$ cat src/design/fp64_ieee_remainder_unit_assert.svh
// Assertion macros for the remainder unit
`ifndef FP64_IEEE_REMAINDER_UNIT_ASSERT_SVH
`define FP64_IEEE_REMAINDER_UNIT_ASSERT_SVH
`define FPR_ASSERT_IMPL(lbl, clk_s, rst_s, ante, cons) \
    lbl: assert property (@(posedge clk_s) disable iff (!rst_s) (ante) |-> (cons)) \
        else $error("assertion failed");
`define FPR_ASSERT_NEXT(lbl, clk_s, rst_s, ante, cons) \
    lbl: assert property (@(posedge clk_s) disable iff (!rst_s) (ante) |=> (cons)) \
        else $error("assertion failed");
`endif

$ cat src/design/fpr_pkg.sv
`default_nettype none
package fpr_pkg;
    localparam int MANT_W = 53;
    localparam int EXP_W  = 12;
    localparam logic [63:0] DEFAULT_NAN = 64'h7FF8000000000000;
    localparam logic [63:0] QUIET_BIT   = 64'h0008000000000000;
    localparam logic [63:0] EXP_MASK    = 64'h7FF0000000000000;

    typedef struct packed {
        logic        start;
        logic [52:0] mx;
        logic [52:0] my;
        logic [11:0] steps;
    } div_cmd_t;

    typedef struct packed {
        logic        done;
        logic [52:0] r;
        logic        q;
    } div_rsp_t;
endpackage
`default_nettype wire

$ cat src/design/fp64_ieee_remainder_unit.sv
`default_nettype none
// Channel   | Ports                                    | Transfer
// command   | start, dividend_bits, divisor_bits       | start && !busy
// result    | done, remainder_bits                     | done (one cycle)
//
// Nonspecial commands are normalized, then may pass through the shift-subtract divider
// and the bit-serial packer; special operands go straight to the output.
// Subnormal operands are normalized by shifting out one leading zero at a time.
// Reset clears control only. The result cannot be stalled: done is a one-cycle
// strobe and the next command waits until it is shown.
module fp64_ieee_remainder_unit (
    input  wire logic        clk,
    input  wire logic        rst_n,
    input  wire logic        start,
    input  wire logic [63:0] dividend_bits,
    input  wire logic [63:0] divisor_bits,
    output logic             busy,
    output logic             done,
    output logic [63:0]      remainder_bits
);
    localparam logic [2:0] S_IDLE = 3'd0;
    localparam logic [2:0] S_NORM = 3'd1;
    localparam logic [2:0] S_DIV  = 3'd2;
    localparam logic [2:0] S_FOLD = 3'd3;
    localparam logic [2:0] S_PACK = 3'd4;
    localparam logic [2:0] S_OUT  = 3'd5;

    logic [2:0]  st_reg, st_next;
    logic [63:0] x_reg, x_next;
    logic [52:0] mx_reg, mx_next, my_reg, my_next;
    logic [12:0] ex_reg, ex_next, ey_reg, ey_next;
    logic [52:0] rr_reg, rr_next;
    logic [12:0] eu_reg, eu_next;
    logic        sg_reg, sg_next;
    logic [63:0] out_reg, out_next;
    logic        done_reg, done_next;
    logic        fire;
    logic        x_nan, y_nan;
    logic [63:0] ax, ay;
    logic [12:0] diff;
    logic [53:0] r2;
    fpr_pkg::div_cmd_t dcmd;
    fpr_pkg::div_rsp_t drsp;
    logic        pk_start, pk_done;
    logic [63:0] pk_res;

    assign fire  = start && !busy;
    assign ax    = {1'b0, dividend_bits[62:0]};
    assign ay    = {1'b0, divisor_bits[62:0]};
    assign x_nan = dividend_bits[62:52] == 11'h7FF && dividend_bits[51:0] != 52'd0;
    assign y_nan = divisor_bits[62:52] == 11'h7FF && divisor_bits[51:0] != 52'd0;
    assign diff  = ex_reg - ey_reg;
    assign r2    = {drsp.r, 1'b0};

    always_comb
    begin
        st_next   = st_reg;
        x_next    = x_reg;
        mx_next   = mx_reg;
        my_next   = my_reg;
        ex_next   = ex_reg;
        ey_next   = ey_reg;
        rr_next   = rr_reg;
        eu_next   = eu_reg;
        sg_next   = sg_reg;
        out_next  = out_reg;
        done_next = 1'b0;
        dcmd      = '0;
        pk_start  = 1'b0;
        case (st_reg)
            S_IDLE:
            begin
                if (fire)
                begin
                    x_next  = dividend_bits;
                    sg_next = dividend_bits[63];
                    mx_next = {dividend_bits[62:52] != 11'd0, dividend_bits[51:0]};
                    my_next = {divisor_bits[62:52] != 11'd0, divisor_bits[51:0]};
                    ex_next = (dividend_bits[62:52] == 11'd0) ? 13'd1
                                                              : {2'd0, dividend_bits[62:52]};
                    ey_next = (divisor_bits[62:52] == 11'd0) ? 13'd1
                                                             : {2'd0, divisor_bits[62:52]};
                    // settle special operands at once
                    if (x_nan)
                    begin
                        out_next = dividend_bits | fpr_pkg::QUIET_BIT;
                        st_next  = S_OUT;
                    end
                    else if (y_nan)
                    begin
                        out_next = divisor_bits | fpr_pkg::QUIET_BIT;
                        st_next  = S_OUT;
                    end
                    else if (ax == fpr_pkg::EXP_MASK || ay == 64'd0)
                    begin
                        out_next = fpr_pkg::DEFAULT_NAN;
                        st_next  = S_OUT;
                    end
                    else if (ay == fpr_pkg::EXP_MASK || ax == 64'd0)
                    begin
                        out_next = dividend_bits;
                        st_next  = S_OUT;
                    end
                    else
                        st_next = S_NORM;
                end
            end
            S_NORM:
            begin
                // advance subnormal significands one bit a cycle
                if (!mx_reg[52])
                begin
                    mx_next = mx_reg << 1;
                    ex_next = ex_reg - 13'd1;
                end
                else if (!my_reg[52])
                begin
                    my_next = my_reg << 1;
                    ey_next = ey_reg - 13'd1;
                end
                else if ($signed(ex_reg) < $signed(ey_reg - 13'd1))
                begin
                    out_next = x_reg;
                    st_next  = S_OUT;
                end
                else if (ex_reg == ey_reg - 13'd1)
                begin
                    eu_next = ex_reg;
                    if (mx_reg > my_reg)
                    begin
                        rr_next = 53'({my_reg, 1'b0} - {1'b0, mx_reg});
                        sg_next = ~sg_reg;
                    end
                    else
                        rr_next = mx_reg;
                    st_next = S_FOLD;
                end
                else
                begin
                    dcmd.start = 1'b1;
                    dcmd.mx    = mx_reg;
                    dcmd.my    = my_reg;
                    dcmd.steps = diff[11:0];
                    eu_next    = ey_reg;
                    st_next    = S_DIV;
                end
            end
            S_DIV:
            begin
                if (drsp.done)
                begin
                    rr_next = drsp.r;
                    if (r2 > {1'b0, my_reg} || (r2 == {1'b0, my_reg} && drsp.q))
                    begin
                        rr_next = my_reg - drsp.r;
                        sg_next = ~sg_reg;
                    end
                    st_next = S_FOLD;
                end
            end
            S_FOLD:
            begin
                if (rr_reg == 53'd0)
                begin
                    out_next = {x_reg[63], 63'd0};
                    st_next  = S_OUT;
                end
                else
                begin
                    pk_start = 1'b1;
                    st_next  = S_PACK;
                end
            end
            S_PACK:
            begin
                if (pk_done)
                begin
                    out_next = pk_res;
                    st_next  = S_OUT;
                end
            end
            S_OUT:
            begin
                done_next = 1'b1;
                st_next   = S_IDLE;
            end
            default:
                st_next = S_IDLE;
        endcase
    end

    always_ff @(posedge clk or negedge rst_n)
    begin
        if (!rst_n)
        begin
            st_reg   <= S_IDLE;
            done_reg <= 1'b0;
        end
        else
        begin
            st_reg   <= st_next;
            done_reg <= done_next;
        end
    end

    always_ff @(posedge clk)
    begin
        x_reg   <= x_next;
        mx_reg  <= mx_next;
        my_reg  <= my_next;
        ex_reg  <= ex_next;
        ey_reg  <= ey_next;
        rr_reg  <= rr_next;
        eu_reg  <= eu_next;
        sg_reg  <= sg_next;
        out_reg <= out_next;
    end

    fpr_divider u_div (
        .clk   (clk),
        .rst_n (rst_n),
        .cmd   (dcmd),
        .rsp   (drsp)
    );

    fpr_normalizer u_pack (
        .clk    (clk),
        .rst_n  (rst_n),
        .start  (pk_start),
        .sign   (sg_reg),
        .r      (rr_reg),
        .eu     (eu_reg),
        .done   (pk_done),
        .result (pk_res)
    );

    assign busy           = st_reg != S_IDLE || done_reg;
    assign done           = done_reg;
    assign remainder_bits = out_reg;

`include "fp64_ieee_remainder_unit_assert.svh"
    `FPR_ASSERT_NEXT(a_fire_busy, clk, rst_n, fire, busy)
    `FPR_ASSERT_NEXT(a_done_pulse, clk, rst_n, done, !done)
    `FPR_ASSERT_IMPL(a_div_in_state, clk, rst_n, drsp.done, st_reg == S_DIV)
endmodule
`default_nettype wire

$ cat src/design/fpr_divider.sv
`default_nettype none
// Shift-subtract loop: one remainder step per cycle, quotient parity kept.
module fpr_divider (
    input  wire logic              clk,
    input  wire logic              rst_n,
    input  wire fpr_pkg::div_cmd_t cmd,
    output fpr_pkg::div_rsp_t      rsp
);
    logic        busy_reg, busy_next;
    logic [11:0] cnt_reg, cnt_next;
    logic [53:0] r_reg, r_next;
    logic [52:0] my_reg, my_next;
    logic        q_reg, q_next, done_reg, done_next;
    logic        ge;
    logic [53:0] sub;

    assign ge  = r_reg >= {1'b0, my_reg};
    assign sub = ge ? (r_reg - {1'b0, my_reg}) : r_reg;

    always_comb
    begin
        busy_next = busy_reg;
        cnt_next  = cnt_reg;
        r_next    = r_reg;
        my_next   = my_reg;
        q_next    = q_reg;
        done_next = 1'b0;
        if (cmd.start)
        begin
            busy_next = 1'b1;
            cnt_next  = cmd.steps;
            r_next    = {1'b0, cmd.mx};
            my_next   = cmd.my;
        end
        else if (busy_reg)
        begin
            if (cnt_reg != 12'd0)
            begin
                // subtract then double
                r_next   = {sub[52:0], 1'b0};
                cnt_next = cnt_reg - 12'd1;
            end
            else
            begin
                r_next    = sub;
                q_next    = ge;
                busy_next = 1'b0;
                done_next = 1'b1;
            end
        end
    end

    always_ff @(posedge clk or negedge rst_n)
    begin
        if (!rst_n)
        begin
            busy_reg <= 1'b0;
            done_reg <= 1'b0;
        end
        else
        begin
            busy_reg <= busy_next;
            done_reg <= done_next;
        end
    end

    always_ff @(posedge clk)
    begin
        cnt_reg <= cnt_next;
        r_reg   <= r_next;
        my_reg  <= my_next;
        q_reg   <= q_next;
    end

    assign rsp.done = done_reg;
    assign rsp.r    = r_reg[52:0];
    assign rsp.q    = q_reg;
endmodule
`default_nettype wire

$ cat src/design/fpr_normalizer.sv
`default_nettype none
// Bit-serial packer: shift right for subnormals, left to normalize, one bit a cycle.
module fpr_normalizer (
    input  wire logic        clk,
    input  wire logic        rst_n,
    input  wire logic        start,
    input  wire logic        sign,
    input  wire logic [52:0] r,
    input  wire logic [12:0] eu,
    output logic             done,
    output logic [63:0]      result
);
    logic        busy_reg, busy_next, done_reg, done_next;
    logic [52:0] r_reg, r_next;
    logic [12:0] e_reg, e_next;
    logic        s_reg, s_next;

    always_comb
    begin
        busy_next = busy_reg;
        r_next    = r_reg;
        e_next    = e_reg;
        s_next    = s_reg;
        done_next = 1'b0;
        if (start)
        begin
            busy_next = 1'b1;
            r_next    = r;
            e_next    = eu;
            s_next    = sign;
        end
        else if (busy_reg)
        begin
            if ($signed(e_reg) < 13'sd1)
            begin
                // drop one bit toward the subnormal range
                r_next = r_reg >> 1;
                e_next = e_reg + 13'd1;
            end
            else if (!r_reg[52] && e_reg != 13'd1)
            begin
                r_next = r_reg << 1;
                e_next = e_reg - 13'd1;
            end
            else
            begin
                busy_next = 1'b0;
                done_next = 1'b1;
            end
        end
    end

    always_ff @(posedge clk or negedge rst_n)
    begin
        if (!rst_n)
        begin
            busy_reg <= 1'b0;
            done_reg <= 1'b0;
        end
        else
        begin
            busy_reg <= busy_next;
            done_reg <= done_next;
        end
    end

    always_ff @(posedge clk)
    begin
        r_reg <= r_next;
        e_reg <= e_next;
        s_reg <= s_next;
    end

    assign done   = done_reg;
    assign result = r_reg[52] ? {s_reg, e_reg[10:0], r_reg[51:0]}
                              : {s_reg, 11'd0, r_reg[51:0]};
endmodule
`default_nettype wire
$ cat config.mk
export PLATFORM = sky130hd
export DESIGN_NAME = fp64_ieee_remainder_unit
export DESIGN_NICKNAME = d
export VERILOG_FILES = /design/src/design/fpr_pkg.sv /design/src/design/fp64_ieee_remainder_unit.sv /design/src/design/fpr_divider.sv /design/src/design/fpr_normalizer.sv
export VERILOG_INCLUDE_DIRS = /design/src /design/src/design
export SDC_FILE = /design/constraint.sdc
export NUM_CORES = 2
export LEC_CHECK = 0
export BUFFER_PORTS_ARGS = -buffer_cell sky130_fd_sc_hd__buf_2
export CAP_MARGIN = 40
export CORE_MARGIN = 2
export CORE_UTILIZATION = 57
export DETAILED_ROUTE_END_ITERATION = 6
export PLACE_DENSITY = 0.87
export SYNTH_ARGS = -nofsm -noshare
export SYNTH_HDL_FRONTEND = slang
export SYNTH_SLANG_ARGS = --single-unit
$ cat constraint.sdc
create_clock -name clk -period 6.5 [get_ports clk]
set_input_delay 1.95 -clock clk [delete_from_list [all_inputs] [get_ports clk]]
set_output_delay 1.95 -clock clk [all_outputs]
set_load 0.01 [all_outputs]
==> flow_metrics.py <==
metrics = {
    "run_status": {
        "status": "complete, but fails checks",
        "violations": "DRC",
    },
    "floorplan": {
        "fp.dieW_um": 263,
        "start_util_pct": 57.4,
        "ios": 197,
        "die_height_um": 263,
        "coreArea_um2": 66800,
        "dieArea_um2": 69300,
        "num_rows": 95,
    },
    "clock_tree": {
        "clockRootBuffer": "clkbuf_16",
        "cts_max_path_buffers": 3,
        "path_clk_slew_ps": 60,
        "htreeDepth": 2,
        "cts_tree": "built",
        "numCtsBuffers": 55,
        "post_cts_buffers": 0,
        "cts_resized": 0,
        "cts.sinks": 522,
        "cts_hold_buf": 0,
        "insertion_delay_ps": 650,
    },
    "yosys": {
        "yosys.area_share.simple_pct": 13.8,
        "synth_top_family_by_area": "compound AO/OA/AOI/OAI gates",
        "synth-async-reset-ratio_pct": 1.53,
        "avgSynthCellArea_um2": 9.28,
        "synth_adder_area_share_pct": 9.71,
        "synth_top_cells_by_count": "edfxtp_1 (513), nand2_1 (425), o21ai_0 (305), inv_1 (299), ha_1 (291)",
        "synth_edf_count": 513,
        "syn-num-nets": 4555,
        "synth_compound_area_share_pct": 24.0,
        "synth-seq-cells": 522,
        "synthTopCellsByArea": "edfxtp_1 (40%), ha_1 (9.5%), nand2_1 (4.2%)",
        "synth-seq-area-share_pct": 40.8,
        "netlist.top_cell.by_area": "edfxtp_1",
        "ys.flop_type": "edfxtp_1",
        "postSynthCellCount": 4129,
        "synth_most_common_cell": "edfxtp_1",
        "netlist.area_leader.share_pct": 40.2,
        "synth_cell_types": 96,
        "syn_area_um2": 38300,
        "muxShareOfSynthArea_pct": 2.55,
        "synth_xor_area_share_pct": 3.79,
        "yosysWarnings": 0,
    },
    "setup_path": {
        "r2r-start": "ey_reg[1]",
        "path_class": "flip-flop to flip-flop",
        "cp.required_ps": 6960,
        "start_kind": "flip-flop",
        "r2r-end": "u_div.r_reg[18]",
        "endpoint": "u_div.r_reg[18]",
        "path_max_fanout": 40,
        "ff2ff_setup_slack_ps": 1500,
        "worstSetupEndpointType": "flip-flop",
        "r2r_cells": 17,
        "worst_ep_arrival_time_ps": 5460,
        "startpoint": "ey_reg[1]",
    },
    "job": {
        "maxCapViolCount": 0,
    },
    "layout": {
        "instances_no_fill": 5125,
        "fillers": 5322,
        "fin_nets": 4633,
        "finalInstanceArea_um2": 42000,
        "ff_latch_area_um2": 15600,
        "area_delta_synth_final_pct": 9.61,
        "multi_input_area_um2": 20800,
        "diodes": 0,
        "layout-drive-gt1-share_pct": 9.64,
    },
    "detailed_routing": {
        "dr.first_iter.drc_count": 5655,
        "wl_per_cell_um": 26.2,
        "wirelength_mm": 134,
        "firstDrtPassIters": 7,
        "route.vias.total": 35700,
        "routed_via_density": 6.96,
        "drcViolationCount": 10,
        "ant_nets": 0,
    },
    "grt": {
        "track_usage_pct": 37.8,
        "grt_max_degree": 96,
        "grt_pass1_vias": 33100,
        "grt.overflow.total": 0,
        "antenna_found_initial": 3,
        "grt_pass1_wl_mm": 201,
    },
    "placement": {
        "placed_area_um2": 40100,
        "portBuffers": 196,
        "dp_cells": 5023,
        "pre_cts_slack_ps": 1240,
        "gp_congestion": 1.01,
        "dp.final_hpwl_mm": 103,
    },
    "power": {
        "pwr-share-comb_pct": 2.6,
        "p_int_uw": 5620,
        "pwr-share-clk_pct": 46.6,
        "p_seq_share_pct": 50.8,
        "peakVddDrop_mv": 0.213,
        "p_sw_uw": 1580,
        "p_per_area_nw_per_um2": 171,
        "swShare_pct": 21.9,
        "leakage_uw": 0.0175,
    },
    "sta": {
        "finalSetupViolations": 0,
        "maxSlewHeadroom_pct": 38.2,
        "finalCritPeriodShare_pct": 76.9,
        "worst_slew_pin_slew_ps": 927,
        "fmax_ghz": 0.200,
        "finalCriticalPeriod_ps": 5000,
        "rsz0062_at_grt": "no",
        "whs_ps": 470,
        "fin_skew_ps": 15.4,
        "finalHoldViolCount": 0,
        "setup-tns-final_ps": 0,
        "slew_violations": 0,
        "layout_setup_ws_ps": 1500,
    },
    "worst_hold_path": {
        "hold_path_class": "flip-flop to flip-flop",
    },
}
[layer usage]
layer	vias up	routed length, µm	global-route usage, %
met5	-	25	0
met4	4	7920	18.7
met3	412	18800	8.26
met2	2803	57400	56.7
met1	16700	50200	51.8
li1	15700	-	-
[worst min path at each step]
stage,to,start,cells past startpoint
final,u_pack.s_reg,sg_reg,0
after global routing,u_pack.s_reg,sg_reg,0
after CTS,u_pack.s_reg,sg_reg,0
after detailed placement,u_pack.s_reg,sg_reg,0
after global placement,u_pack.s_reg,sg_reg,0
after floorplan,u_pack.s_reg,sg_reg,0
[per-stage QoR]
stage | utilization [%] | power, µW
after floorplan | - | 3780
final | 62.9 | 7200
after global routing | 62.9 | 7300
after detailed placement | 60.0 | 3910
after CTS | 62.9 | 7170
after global placement | 59.9 | 3900
[power groups by stage]
stage	Clock (µW)	Combinational, µW	Sequential, µW
floorplan	0	48.2	3730
global placement	0	171	3730
detailed placement	0	176	3730
CTS	3330	176	3660
global route	3450	191	3660
finish	3350	188	3660
[placed cells by master (no fill, tap or decap), types with 10 or more instances in the layout]
master and n:
a21oi_1 281, nand2_1 423, nor2b_1 26, a22oi_1 110
mux2i_1 85, buf_4 42, edfxtp_1 513, ha_1 291
nor4_1 69, a21o_1 126, a211oi_1 112, o31ai_1 124
o21ai_1 14, o211ai_1 29, nand3_1 53, a31oi_1 33
xnor2_1 107, o21bai_1 33, inv_1 298, and4_1 10
clkinv_1 12, a221o_1 13, a2111oi_0 14, and3_1 23
nand2b_1 23, clkbuf_16 56, or3_1 29, nor2_1 282
or2_2 11, and2_1 12, o22ai_1 12, nand4_1 76
o21a_1 31, clkinv_2 12, o21ai_0 303, a21boi_0 10
buf_2 197, nor3_1 53, a221oi_1 35, xor2_1 59
[worst max-delay path: stages, from the launching register on]
cell	delay [ps]
edfxtp_1	400
inv_1	160
ha_1	250
nand4_1	140
xnor2_1	210
ha_1	280
a21o_1	180
a21o_1	180
a21o_1	170
a21o_1	170
a21o_1	190
a2111oi_4	720
or2_4	440
inv_4	240
buf_4	370
a2111oi_2	330
a31oi_1	100
o221ai_1	230
[cell families after synthesis]
logic type      count (synthesis)
fa+ha+maj                     295
buf+inv                       529
simple gates                 1134
mux                            96
flops                         522
compound gates               1387
xor+xnor                      166
[layout make-up]
cell class	count	share of cell area [%]
multi-input cells	3078	49.5
flip-flops and latches	522	37.2
repair buffers	248	3.51
clock buffers	60	3.37
inverters	302	2.71
well taps	873	2.60
clock inverters	42	1.11
No activity file was read; power rests on OpenSTA's default activity.
